$ cat src/hdl/abilp_pkg.sv
`default_nettype none

package abilp_pkg;

    // value width; the port stays 64 bits, the accumulator follows this
    localparam int VALUE_BITS = 64;
    // room for the largest shift (times 16) plus a digit
    localparam int WIDE_BITS  = VALUE_BITS + 4;
    localparam int PORT_BITS  = 64;

    // parser phase
    typedef enum logic [1:0] {
        PH_START  = 2'd0,
        PH_ZERO   = 2'd1,
        PH_PREFIX = 2'd2,
        PH_DIGITS = 2'd3
    } t_phase;

    // base codes as reported on the result
    typedef enum logic [1:0] {
        BASE_DEC = 2'd0,
        BASE_HEX = 2'd1,
        BASE_OCT = 2'd2,
        BASE_BIN = 2'd3
    } t_base;

    // ascii codes
    localparam logic [7:0] CH_DIG_0 = 8'h30;
    localparam logic [7:0] CH_DIG_1 = 8'h31;
    localparam logic [7:0] CH_DIG_9 = 8'h39;
    localparam logic [7:0] CH_UC_A  = 8'h41;
    localparam logic [7:0] CH_UC_B  = 8'h42;
    localparam logic [7:0] CH_UC_F  = 8'h46;
    localparam logic [7:0] CH_UC_X  = 8'h58;
    localparam logic [7:0] CH_LC_A  = 8'h61;
    localparam logic [7:0] CH_LC_B  = 8'h62;
    localparam logic [7:0] CH_LC_F  = 8'h66;
    localparam logic [7:0] CH_LC_X  = 8'h78;

    // code for a character that is no hex digit
    localparam logic [4:0] DIGIT_NONE = 5'd16;

    // hex digit value of a character, DIGIT_NONE if it is none
    function automatic logic [4:0] digit_value(input logic [7:0] c);
        logic [4:0] d;
        if (c >= CH_DIG_0 && c <= CH_DIG_9) begin
            d = 5'(c - CH_DIG_0);
        end else if (c >= CH_LC_A && c <= CH_LC_F) begin
            d = 5'(c - CH_LC_A) + 5'd10;
        end else if (c >= CH_UC_A && c <= CH_UC_F) begin
            d = 5'(c - CH_UC_A) + 5'd10;
        end else begin
            d = DIGIT_NONE;
        end
        return d;
    endfunction

endpackage

`default_nettype wire

$ cat src/hdl/auto_base_integer_literal_parser_unit.sv
`default_nettype none

// Integer literal parser with base taken from the prefix (0x hex, 0b binary,
// leading 0 octal, 1-9 decimal). It takes one character per clock, every
// clock while o_in_stall is low, with no gaps between strings; the result
// register is loaded as the character marked last leaves the input register.
// The rate is set by the per-character state update: one multiply-by-base
// (as shifts) and add on the accumulator, done combinationally between the
// input and state registers. Stalling the output holds back the input only
// when a last character is waiting for a full output register.
module auto_base_integer_literal_parser_unit
    import abilp_pkg::*;
(
    input  wire logic                 i_clk,
    input  wire logic                 i_rst_n,
    // input requests
    input  wire logic                 i_in_valid,
    output logic                      o_in_stall,
    input  wire logic [7:0]           i_character,
    input  wire logic                 i_last_char,
    // result requests
    output logic                      o_out_valid,
    input  wire logic                 i_out_stall,
    output logic                      o_valid_res,
    output logic [1:0]                o_base_code,
    output logic [PORT_BITS-1:0]      o_value,
    output logic                      o_overflowed
);

    // input register
    logic                  r_s1_valid;
    logic [7:0]            r_s1_char;
    logic                  r_s1_last;

    // parser state
    t_phase                r_phase, n_phase;
    t_base                 r_base, n_base;
    logic [VALUE_BITS-1:0] r_acc, n_acc;
    logic                  r_err, n_err;
    logic                  r_wrap, n_wrap;

    // result register
    logic                  r_out_valid;
    logic                  r_out_ok;
    t_base                 r_out_base;
    logic [PORT_BITS-1:0]  r_out_value;
    logic                  r_out_ovf;

    logic                  s1_advance;
    logic                  out_free;
    t_base                 dig_base;
    logic [4:0]            dig_val;
    logic                  dig_ok;
    logic [WIDE_BITS-1:0]  acc_x;
    logic [WIDE_BITS-1:0]  acc_wide;
    logic                  dig_wrap;
    logic                  res_ok;

    // flow control
    assign out_free   = !r_out_valid || !i_out_stall;
    assign s1_advance = r_s1_valid && (!r_s1_last || out_free);
    assign o_in_stall = r_s1_valid && !s1_advance;

    // input register
    always_ff @(posedge i_clk) begin
        if (!i_rst_n) begin
            r_s1_valid <= 1'b0;
        end else if (!o_in_stall) begin
            r_s1_valid <= i_in_valid;
        end
    end

    always_ff @(posedge i_clk) begin
        if (!o_in_stall && i_in_valid) begin
            r_s1_char <= i_character;
            r_s1_last <= i_last_char;
        end
    end

    // digit step: check against base, value*base+digit with wrap detect
    always_comb begin
        dig_base = (r_phase == PH_ZERO) ? BASE_OCT : r_base;
        dig_val  = digit_value(r_s1_char);
        acc_x    = WIDE_BITS'(r_acc);
        case (dig_base)
            BASE_DEC: begin
                dig_ok   = dig_val < 5'd10;
                acc_wide = (acc_x << 3) + (acc_x << 1);
            end
            BASE_HEX: begin
                dig_ok   = dig_val != DIGIT_NONE;
                acc_wide = acc_x << 4;
            end
            BASE_OCT: begin
                dig_ok   = dig_val < 5'd8;
                acc_wide = acc_x << 3;
            end
            BASE_BIN: begin
                dig_ok   = dig_val < 5'd2;
                acc_wide = acc_x << 1;
            end
            default: begin
                dig_ok   = 1'b0;
                acc_wide = acc_x;
            end
        endcase
        acc_wide = acc_wide + WIDE_BITS'(dig_val[3:0]);
        dig_wrap = |acc_wide[WIDE_BITS-1:VALUE_BITS];
    end

    // next state and result
    always_comb begin
        n_phase = r_phase;
        n_base  = r_base;
        n_acc   = r_acc;
        n_err   = r_err;
        n_wrap  = r_wrap;
        if (!r_err) begin
            case (r_phase)
                PH_START: begin
                    if (r_s1_char == CH_DIG_0) begin
                        n_base  = BASE_OCT;
                        n_phase = PH_ZERO;
                    end else if (r_s1_char >= CH_DIG_1 && r_s1_char <= CH_DIG_9) begin
                        n_base  = BASE_DEC;
                        n_acc   = VALUE_BITS'(dig_val[3:0]);
                        n_phase = PH_DIGITS;
                    end else begin
                        n_err = 1'b1;
                    end
                end
                PH_ZERO: begin
                    if (r_s1_char == CH_LC_X || r_s1_char == CH_UC_X) begin
                        n_base  = BASE_HEX;
                        n_phase = PH_PREFIX;
                    end else if (r_s1_char == CH_LC_B || r_s1_char == CH_UC_B) begin
                        n_base  = BASE_BIN;
                        n_phase = PH_PREFIX;
                    end else begin
                        n_base  = BASE_OCT;
                        n_phase = PH_DIGITS;
                        if (dig_ok) begin
                            n_acc  = acc_wide[VALUE_BITS-1:0];
                            n_wrap = r_wrap || dig_wrap;
                        end else begin
                            n_err = 1'b1;
                        end
                    end
                end
                default: begin
                    n_phase = PH_DIGITS;
                    if (dig_ok) begin
                        n_acc  = acc_wide[VALUE_BITS-1:0];
                        n_wrap = r_wrap || dig_wrap;
                    end else begin
                        n_err = 1'b1;
                    end
                end
            endcase
        end
        res_ok = !n_err && n_phase != PH_START && n_phase != PH_PREFIX;
    end

    // parser state registers; a last character returns to start
    always_ff @(posedge i_clk) begin
        if (!i_rst_n) begin
            r_phase <= PH_START;
            r_base  <= BASE_DEC;
            r_acc   <= '0;
            r_err   <= 1'b0;
            r_wrap  <= 1'b0;
        end else if (s1_advance) begin
            if (r_s1_last) begin
                r_phase <= PH_START;
                r_base  <= BASE_DEC;
                r_acc   <= '0;
                r_err   <= 1'b0;
                r_wrap  <= 1'b0;
            end else begin
                r_phase <= n_phase;
                r_base  <= n_base;
                r_acc   <= n_acc;
                r_err   <= n_err;
                r_wrap  <= n_wrap;
            end
        end
    end

    // result register
    always_ff @(posedge i_clk) begin
        if (!i_rst_n) begin
            r_out_valid <= 1'b0;
        end else if (s1_advance && r_s1_last) begin
            r_out_valid <= 1'b1;
        end else if (!i_out_stall) begin
            r_out_valid <= 1'b0;
        end
    end

    always_ff @(posedge i_clk) begin
        if (s1_advance && r_s1_last) begin
            r_out_ok    <= res_ok;
            r_out_base  <= n_base;
            r_out_value <= res_ok ? PORT_BITS'(n_acc) : '0;
            r_out_ovf   <= res_ok && n_wrap;
        end
    end

    assign o_out_valid  = r_out_valid;
    assign o_valid_res  = r_out_ok;
    assign o_base_code  = r_out_base;
    assign o_value      = r_out_value;
    assign o_overflowed = r_out_ovf;

endmodule

`default_nettype wire

$ cat config.mk
export PLATFORM = sky130hd
export DESIGN_NAME = auto_base_integer_literal_parser_unit
export DESIGN_NICKNAME = d
export VERILOG_FILES = /design/src/hdl/abilp_pkg.sv /design/src/hdl/auto_base_integer_literal_parser_unit.sv
export SDC_FILE = /design/constraint.sdc
export NUM_CORES = 1
export LEC_CHECK = 0
export BUFFER_PORTS_ARGS = -buffer_cell sky130_fd_sc_hd__buf_2
export CAP_MARGIN = 10
export CORE_ASPECT_RATIO = 0.7
export CORE_MARGIN = 3
export CORE_UTILIZATION = 30
export CTS_CLUSTER_DIAMETER = 60
export CTS_CLUSTER_SIZE = 10
export DETAILED_ROUTE_END_ITERATION = 16
export HOLD_SLACK_MARGIN = 0.08
export PLACE_DENSITY = 0.54
export SYNTH_ARGS = -nofsm -noshare
export SYNTH_HDL_FRONTEND = slang
export SYNTH_SLANG_ARGS = --single-unit
$ cat constraint.sdc
create_clock -name i_clk -period 13.7 [get_ports i_clk]
set_input_delay 1.37 -clock i_clk [delete_from_list [all_inputs] [get_ports i_clk]]
set_output_delay 1.37 -clock i_clk [all_outputs]
set_load 0.01 [all_outputs]
# Word level (Yosys, flattened, before mapping)
# Index checks and enable logic that the tools add are counted.
[op_classes]
n_shift = 0
reduce_logical = 26
add_sub_neg = 7
n_lt_le_gt_ge = 10
mux = 44
eq_ne = 12
div = 0
mul = 0
bitwise = 0
[op_table]
columns = ["cell", "count"]
rows = [
  ["$mux 64", 7],
  ["$pmux 68 s4", 1],
  ["$pmux 64 s2", 1],
  ["$add 67x65->68", 1],
  ["$add 68x4->68", 1],
  ["$eq 8x7->1 const B", 4],
  ["$mux 2", 10],
  ["$mux 1", 17],
  ["$ge 8x6->1 const B", 2],
  ["$ge 8x7->1 const B", 2],
  ["$le 8x7->1 const B", 2],
  ["$mux 5", 3],
  ["$logic_and 1x1->1", 11],
  ["$add 5x4->5 const B", 2],
  ["$lt 5x4->1 const B", 2],
  ["$sub 5x1->5 const B", 2],
  ["$eq 8x6->1 const B", 1],
  ["$le 8x6->1 const B", 1],
  ["$pmux 2 s2", 2],
  ["$logic_not 1->1", 6],
  ["$logic_or 1x1->1", 5],
  ["$lt 5x2->1 const B", 1],
  ["$ne 5x5->1 const B", 1],
  ["$sub 5x5->5 const B", 1],
  ["9 further kinds", 13],
]
[word_totals]
elab_cells = 112
ram_bits = 0
output_inout_bits = 70
rom_bits = 0
mem_count = 0
reg_bits = 149
latch_bits = 0

# Logic depth before layout (Yosys ltp)
[logic_depth]
ltp_word = 16
ltp_mapped = 22
ltp_nobuf = 21

# Least setup slack after synthesis
# OpenSTA, ideal clock, no wires.
[synth_path]
path_type = "reg-to-reg"
startpoint = "register r_s1_char[0]"
endpoint = "register r_out_ovf, in the netlist o_overflowed, data pin"
stages_incl_launch_ff = 22
setup_slack_ns = 8.917
synth_period_minus_slack_ns = 4.783
arrival_ns = 4.514
path_buffers = 1
required_time_ns = 13.431
cell_sequence = "edfxtp_1 -> inv_1 -> ha_1 -> a311oi_1 -> o21ai_0 -> a211oi_1 -> inv_1 -> o21ai_0 -> a32o_1 -> inv_1 -> fa_1 -> nor2b_1 -> o211ai_1 -> nor2_1 -> nand3_1 -> nor3_2 -> nand4_1 -> or3_1 -> buf_2 -> or3_1 -> a21oi_1 -> nor3_1"
[synth_between]
elab_chain_len = 16
elab_cells_between_ends = 58
classes_between = "6 x add/sub; 10 x order compare; 7 x eq/ne; 22 x mux; 13 x reduce/logical"
[synth_lines]
columns = ["element", "line", "source"]
rows = [
  ["start: declaration", "auto_base_integer_literal_parser_unit.sv:32", "logic [7:0] r_s1_char;"],
  ["start signal: assignment", "auto_base_integer_literal_parser_unit.sv:75", "r_s1_char <= i_character;"],
  ["branches (longest 15 deep; another with $add 68x4->68)", "--", ""],
  ["$logic_and 1x1->1 *", "auto_base_integer_literal_parser_unit.sv:205", "r_out_ovf <= res_ok && n_wrap;"],
  ["end signal: assignment", "auto_base_integer_literal_parser_unit.sv:205", ""],
  ["end: declaration", "auto_base_integer_literal_parser_unit.sv:47", "logic r_out_ovf;"],
]
# Mark *: on every way between the ends.
# A chain may end at the register's enable or synchronous reset.

# Final worst setup path
[layout_path]
startpoint = "register r_s1_char[1]"
endpoint = "register r_out_ovf, in the netlist o_overflowed, data pin"
# The elaborated chain is that of the path after synthesis.

==> results.tsv <==
stage	metric	value	unit
sta	RSZ-0062 raised after global routing	false	
grt	Overflow after GRT	0	
detailed_routing	DR DRC count	0	
pwr	Net Sw Frac	26.3	%
sta	setup TNS	0	ns
yosys	Seq/Total Area, Yosys	26.1	%
critical_path	Critical Path End Type	flip-flop	
clock_tree	CTS tree	built	
detailed_routing	WL/cell	22.5	microns
sta	Max Clk Rate	169	MHz
yosys	Synth Warn #	0	
pwr	combinational share of power	7.4	%
critical_path	Critical Path RT	13.85	ns
hold_path	Hold Path Class	reg -> reg	
detailed_routing	average via count per standard cell	6.03	
critical_path	crit-path max FO	8	
grt	initial antenna violation count	0	
pwr	Int Pwr	0.000748	W
grt	largest net degree at the start of global routing	59	
sta	min Tclk post-route	5.92	ns
clock_tree	Clock Pin Slew Worst Setup and Hold Paths	0.07	ns
yosys	EDFF count, synth	77	
run	maxcap violations	0	
placement	port bufs	82	
floorplan	CORE AREA	0.0469	sq mm
placement	Final GP Congestion	1.01	
sta	final hold violation count	0	
outcome	status	finished, final reports clean	
detailed_routing	Detailed Route Iter0 Violations	1695	
layout	cell area after layout	0.0157	sq mm
clock_tree	clk sinks	149	
grt	vias in the first global route	13409	
floorplan	Initial Utilization	30.6	%
layout	most common cell after layout, fill and taps aside	nand2_1	
yosys	cells after synthesis	1846	
floorplan	cell row count	66	
floorplan	Die Span Y	189	microns
sta	Slew Viols, Final	0	
yosys	prevailing post-synth register cell	edfxtp_1	
layout	Antenna Cells	0	
pwr	P_leak	5.51	nW
sta	endpoints failing setup	0	
yosys	synthesized cell area	0.0144	sq mm
clock_tree	Post CTS Setup Buffer Count	0	
clock_tree	cts repair resizes	0	
sta	worst-margin pin slew	1.28	ns
layout	area growth from synthesis to layout	9.26	%
sta	Fin Clk Skew	0.0143	ns
layout	fin util	33.5	%
placement	dpl cell area	0.0151	sq mm
sta	relative slew slack	13.6	%
floorplan	Die W	268	microns
yosys	ys async rst share	0	%
critical_path	Crit Path Class	reg -> reg	
clock_tree	Root Buffer	clkbuf_16	
layout	Post-layout nets	1932	
pwr	Clock power frac	45.2	%
pwr	VDD IR-drop max	0.0767	mV
yosys	syn avg cell area	7.78	sq um
clock_tree	# hold bufs at CTS	0	
yosys	synthesized flop and latch total	149	
grt	first-pass GRT wire length	83200	microns
yosys	library cells used by synthesis	95	
placement	post-DP HPWL	42400	microns
detailed_routing	Vias	14900	
clock_tree	H-tree depth	4	
pwr	Sw Pwr	0.000267	W
sta	Fin Hold WS	0.479	ns
sta	setup ws final	7.78	ns
pwr	Sequential Power Share	47.4	%
placement	DP Worst Slack	7.95	ns
clock_tree	clk_lat worst skew	0.44	ns
critical_path	Critical Path AT	6.07	ns
detailed_routing	ANT nets after route	0	
pwr	pwr/cell area	64.6	mW/mm^2
floorplan	IO Count	83	
layout	share of cells above drive strength 1	12.4	%
detailed_routing	final WL	55600	microns
sta	Final Cycle Share	43.2	%
floorplan	die area	0.0506	sq mm
clock_tree	Max Root-Sink Buffers	2	
grt	Total GRT Usage	21.2	%
layout	commonest cells after routing, fill and taps aside	nand2_1, nor2_1, a21oi_1, o21ai_0, buf_2	
yosys	Syn Nets	1930	
critical_path	type of origin of the critical path	flip-flop	
clock_tree	CTS buffer count	17	
detailed_routing	Pre-antenna DRT Iters	5	
==> synth_stat cells (12+ instances only) <==
cell type | n | share of area (%)
nand2_1 | 228 | 6.0
nor2_1 | 177 | 4.6
a21oi_1 | 149 | 5.2
o21ai_0 | 122 | 4.2
edfxtp_1 | 77 | 16
dfxtp_1 | 72 | 10
ha_1 | 69 | 6.0
a22oi_1 | 59 | 3.1
o22ai_1 | 51 | 2.2
mux2_2 | 49 | 3.8
nor3_1 | 48 | 1.7
xnor2_1 | 48 | 2.9
clkbuf_1 | 47 | 1.2
and2_1 | 46 | 2.0
buf_2 | 46 | 1.6
nand3_1 | 42 | 1.5
xor2_1 | 42 | 2.6
nand4_1 | 41 | 1.8
nor2b_1 | 30 | 1.3
inv_1 | 28 | 0.73
mux2i_1 | 24 | 1.7
a21o_1 | 22 | 1.1
a211oi_1 | 21 | 1.1
o21ai_1 | 18 | 0.63
nand2b_1 | 17 | 0.74
nor4_1 | 16 | 0.70
or3_1 | 13 | 0.57
o211ai_1 | 12 | 0.63
==> per-stage QoR <==
stage / cells / total power (W)
floorplan: 1846 / 0.000538
global placement: 2441 / 0.000564
detailed placement: 2441 / 0.000564
CTS: 2473 / 0.00102
global route: 2473 / 0.00105
finish: 2473 / 0.00101
==> worst paths after layout <==
| kind | startpoint | to | slack, ns | depth (start not counted) |
|---|---|---|---|---|
| worst max-delay path | r_s1_char[1] | o_overflowed | 7.78 | 20 |
| worst min-delay path | o_out_valid | o_out_valid | 0.48 | 2 |
| worst max register to register | r_s1_char[1] | o_overflowed | 7.78 | 20 |
| worst min register to register | o_out_valid | o_out_valid | 0.48 | 2 |
==> critical path, cell delays in order, from the launching register on <==
cell and delay, ns:
edfxtp_1 0.50, inv_1 0.11, ha_1 0.25, a311oi_1 0.27
o21ai_0 0.12, a211oi_1 0.42, inv_1 0.15, o21ai_0 0.30
a32o_1 0.21, inv_1 0.08, fa_1 0.47, nor2b_1 0.18
o211ai_1 0.26, nor2_1 0.23, nand3_1 0.27, nor3_2 0.34
nand4_1 0.28, or3_1 0.53, or3_1 0.41, a21oi_1 0.18
nor3_1 0.07
==> routing by layer <==
layer / up-vias / track usage, % / wire [microns]
met1: 7195 / 33.2 / 27100
li1: 6913 / - / -
met5: - / 0 / 0
met4: 0 / 4.51 / 921
met2: 745 / 28.7 / 21500
met3: 47 / 5.20 / 6100
==> power groups by stage <==
stage	clock network [W]	logic, W	registers (W)
after global routing	0.000483	0.0000811	0.000482
after floorplan	0	0.0000488	0.000489
after CTS	0.000464	0.0000742	0.000481
after detailed placement	0	0.0000738	0.000491
after global placement	0	0.0000738	0.000490
final	0.000458	0.0000753	0.000481
==> cell families after synthesis <==
| group | after synthesis | synth area share [%] |
|---|---|---|
| flip-flops | 149 | 26.1 |
| AND/OR/NAND/NOR | 732 | 25.5 |
| adder cells (fa/ha/maj) | 71 | 6.29 |
| AO/OA/AOI/OAI | 588 | 26.5 |
| multiplexers | 73 | 5.51 |
| XOR/XNOR | 90 | 5.49 |
| buffers and inverters | 143 | 4.58 |
==> cell type report <==
| class | instances | area, sq um |
|---|---|---|
| clock buffer | 18 | 429 |
| inverter | 29 | 109 |
| multi-input combinational | 1554 | 9990 |
| tap | 612 | 766 |
| timing repair buffer | 97 | 523 |
| fill | 4987 | 31200 |
| sequential | 149 | 3760 |
| clock inverter | 14 | 129 |
==> sequential cells by signal, indices dropped and copies added (netlist names), 2 cells and up <==
name,count
o_value,64
o_base_code,2
r_s1_char,8
r_base,2
r_acc,64
r_phase,2
No activity file was read; power rests on OpenSTA's default activity.
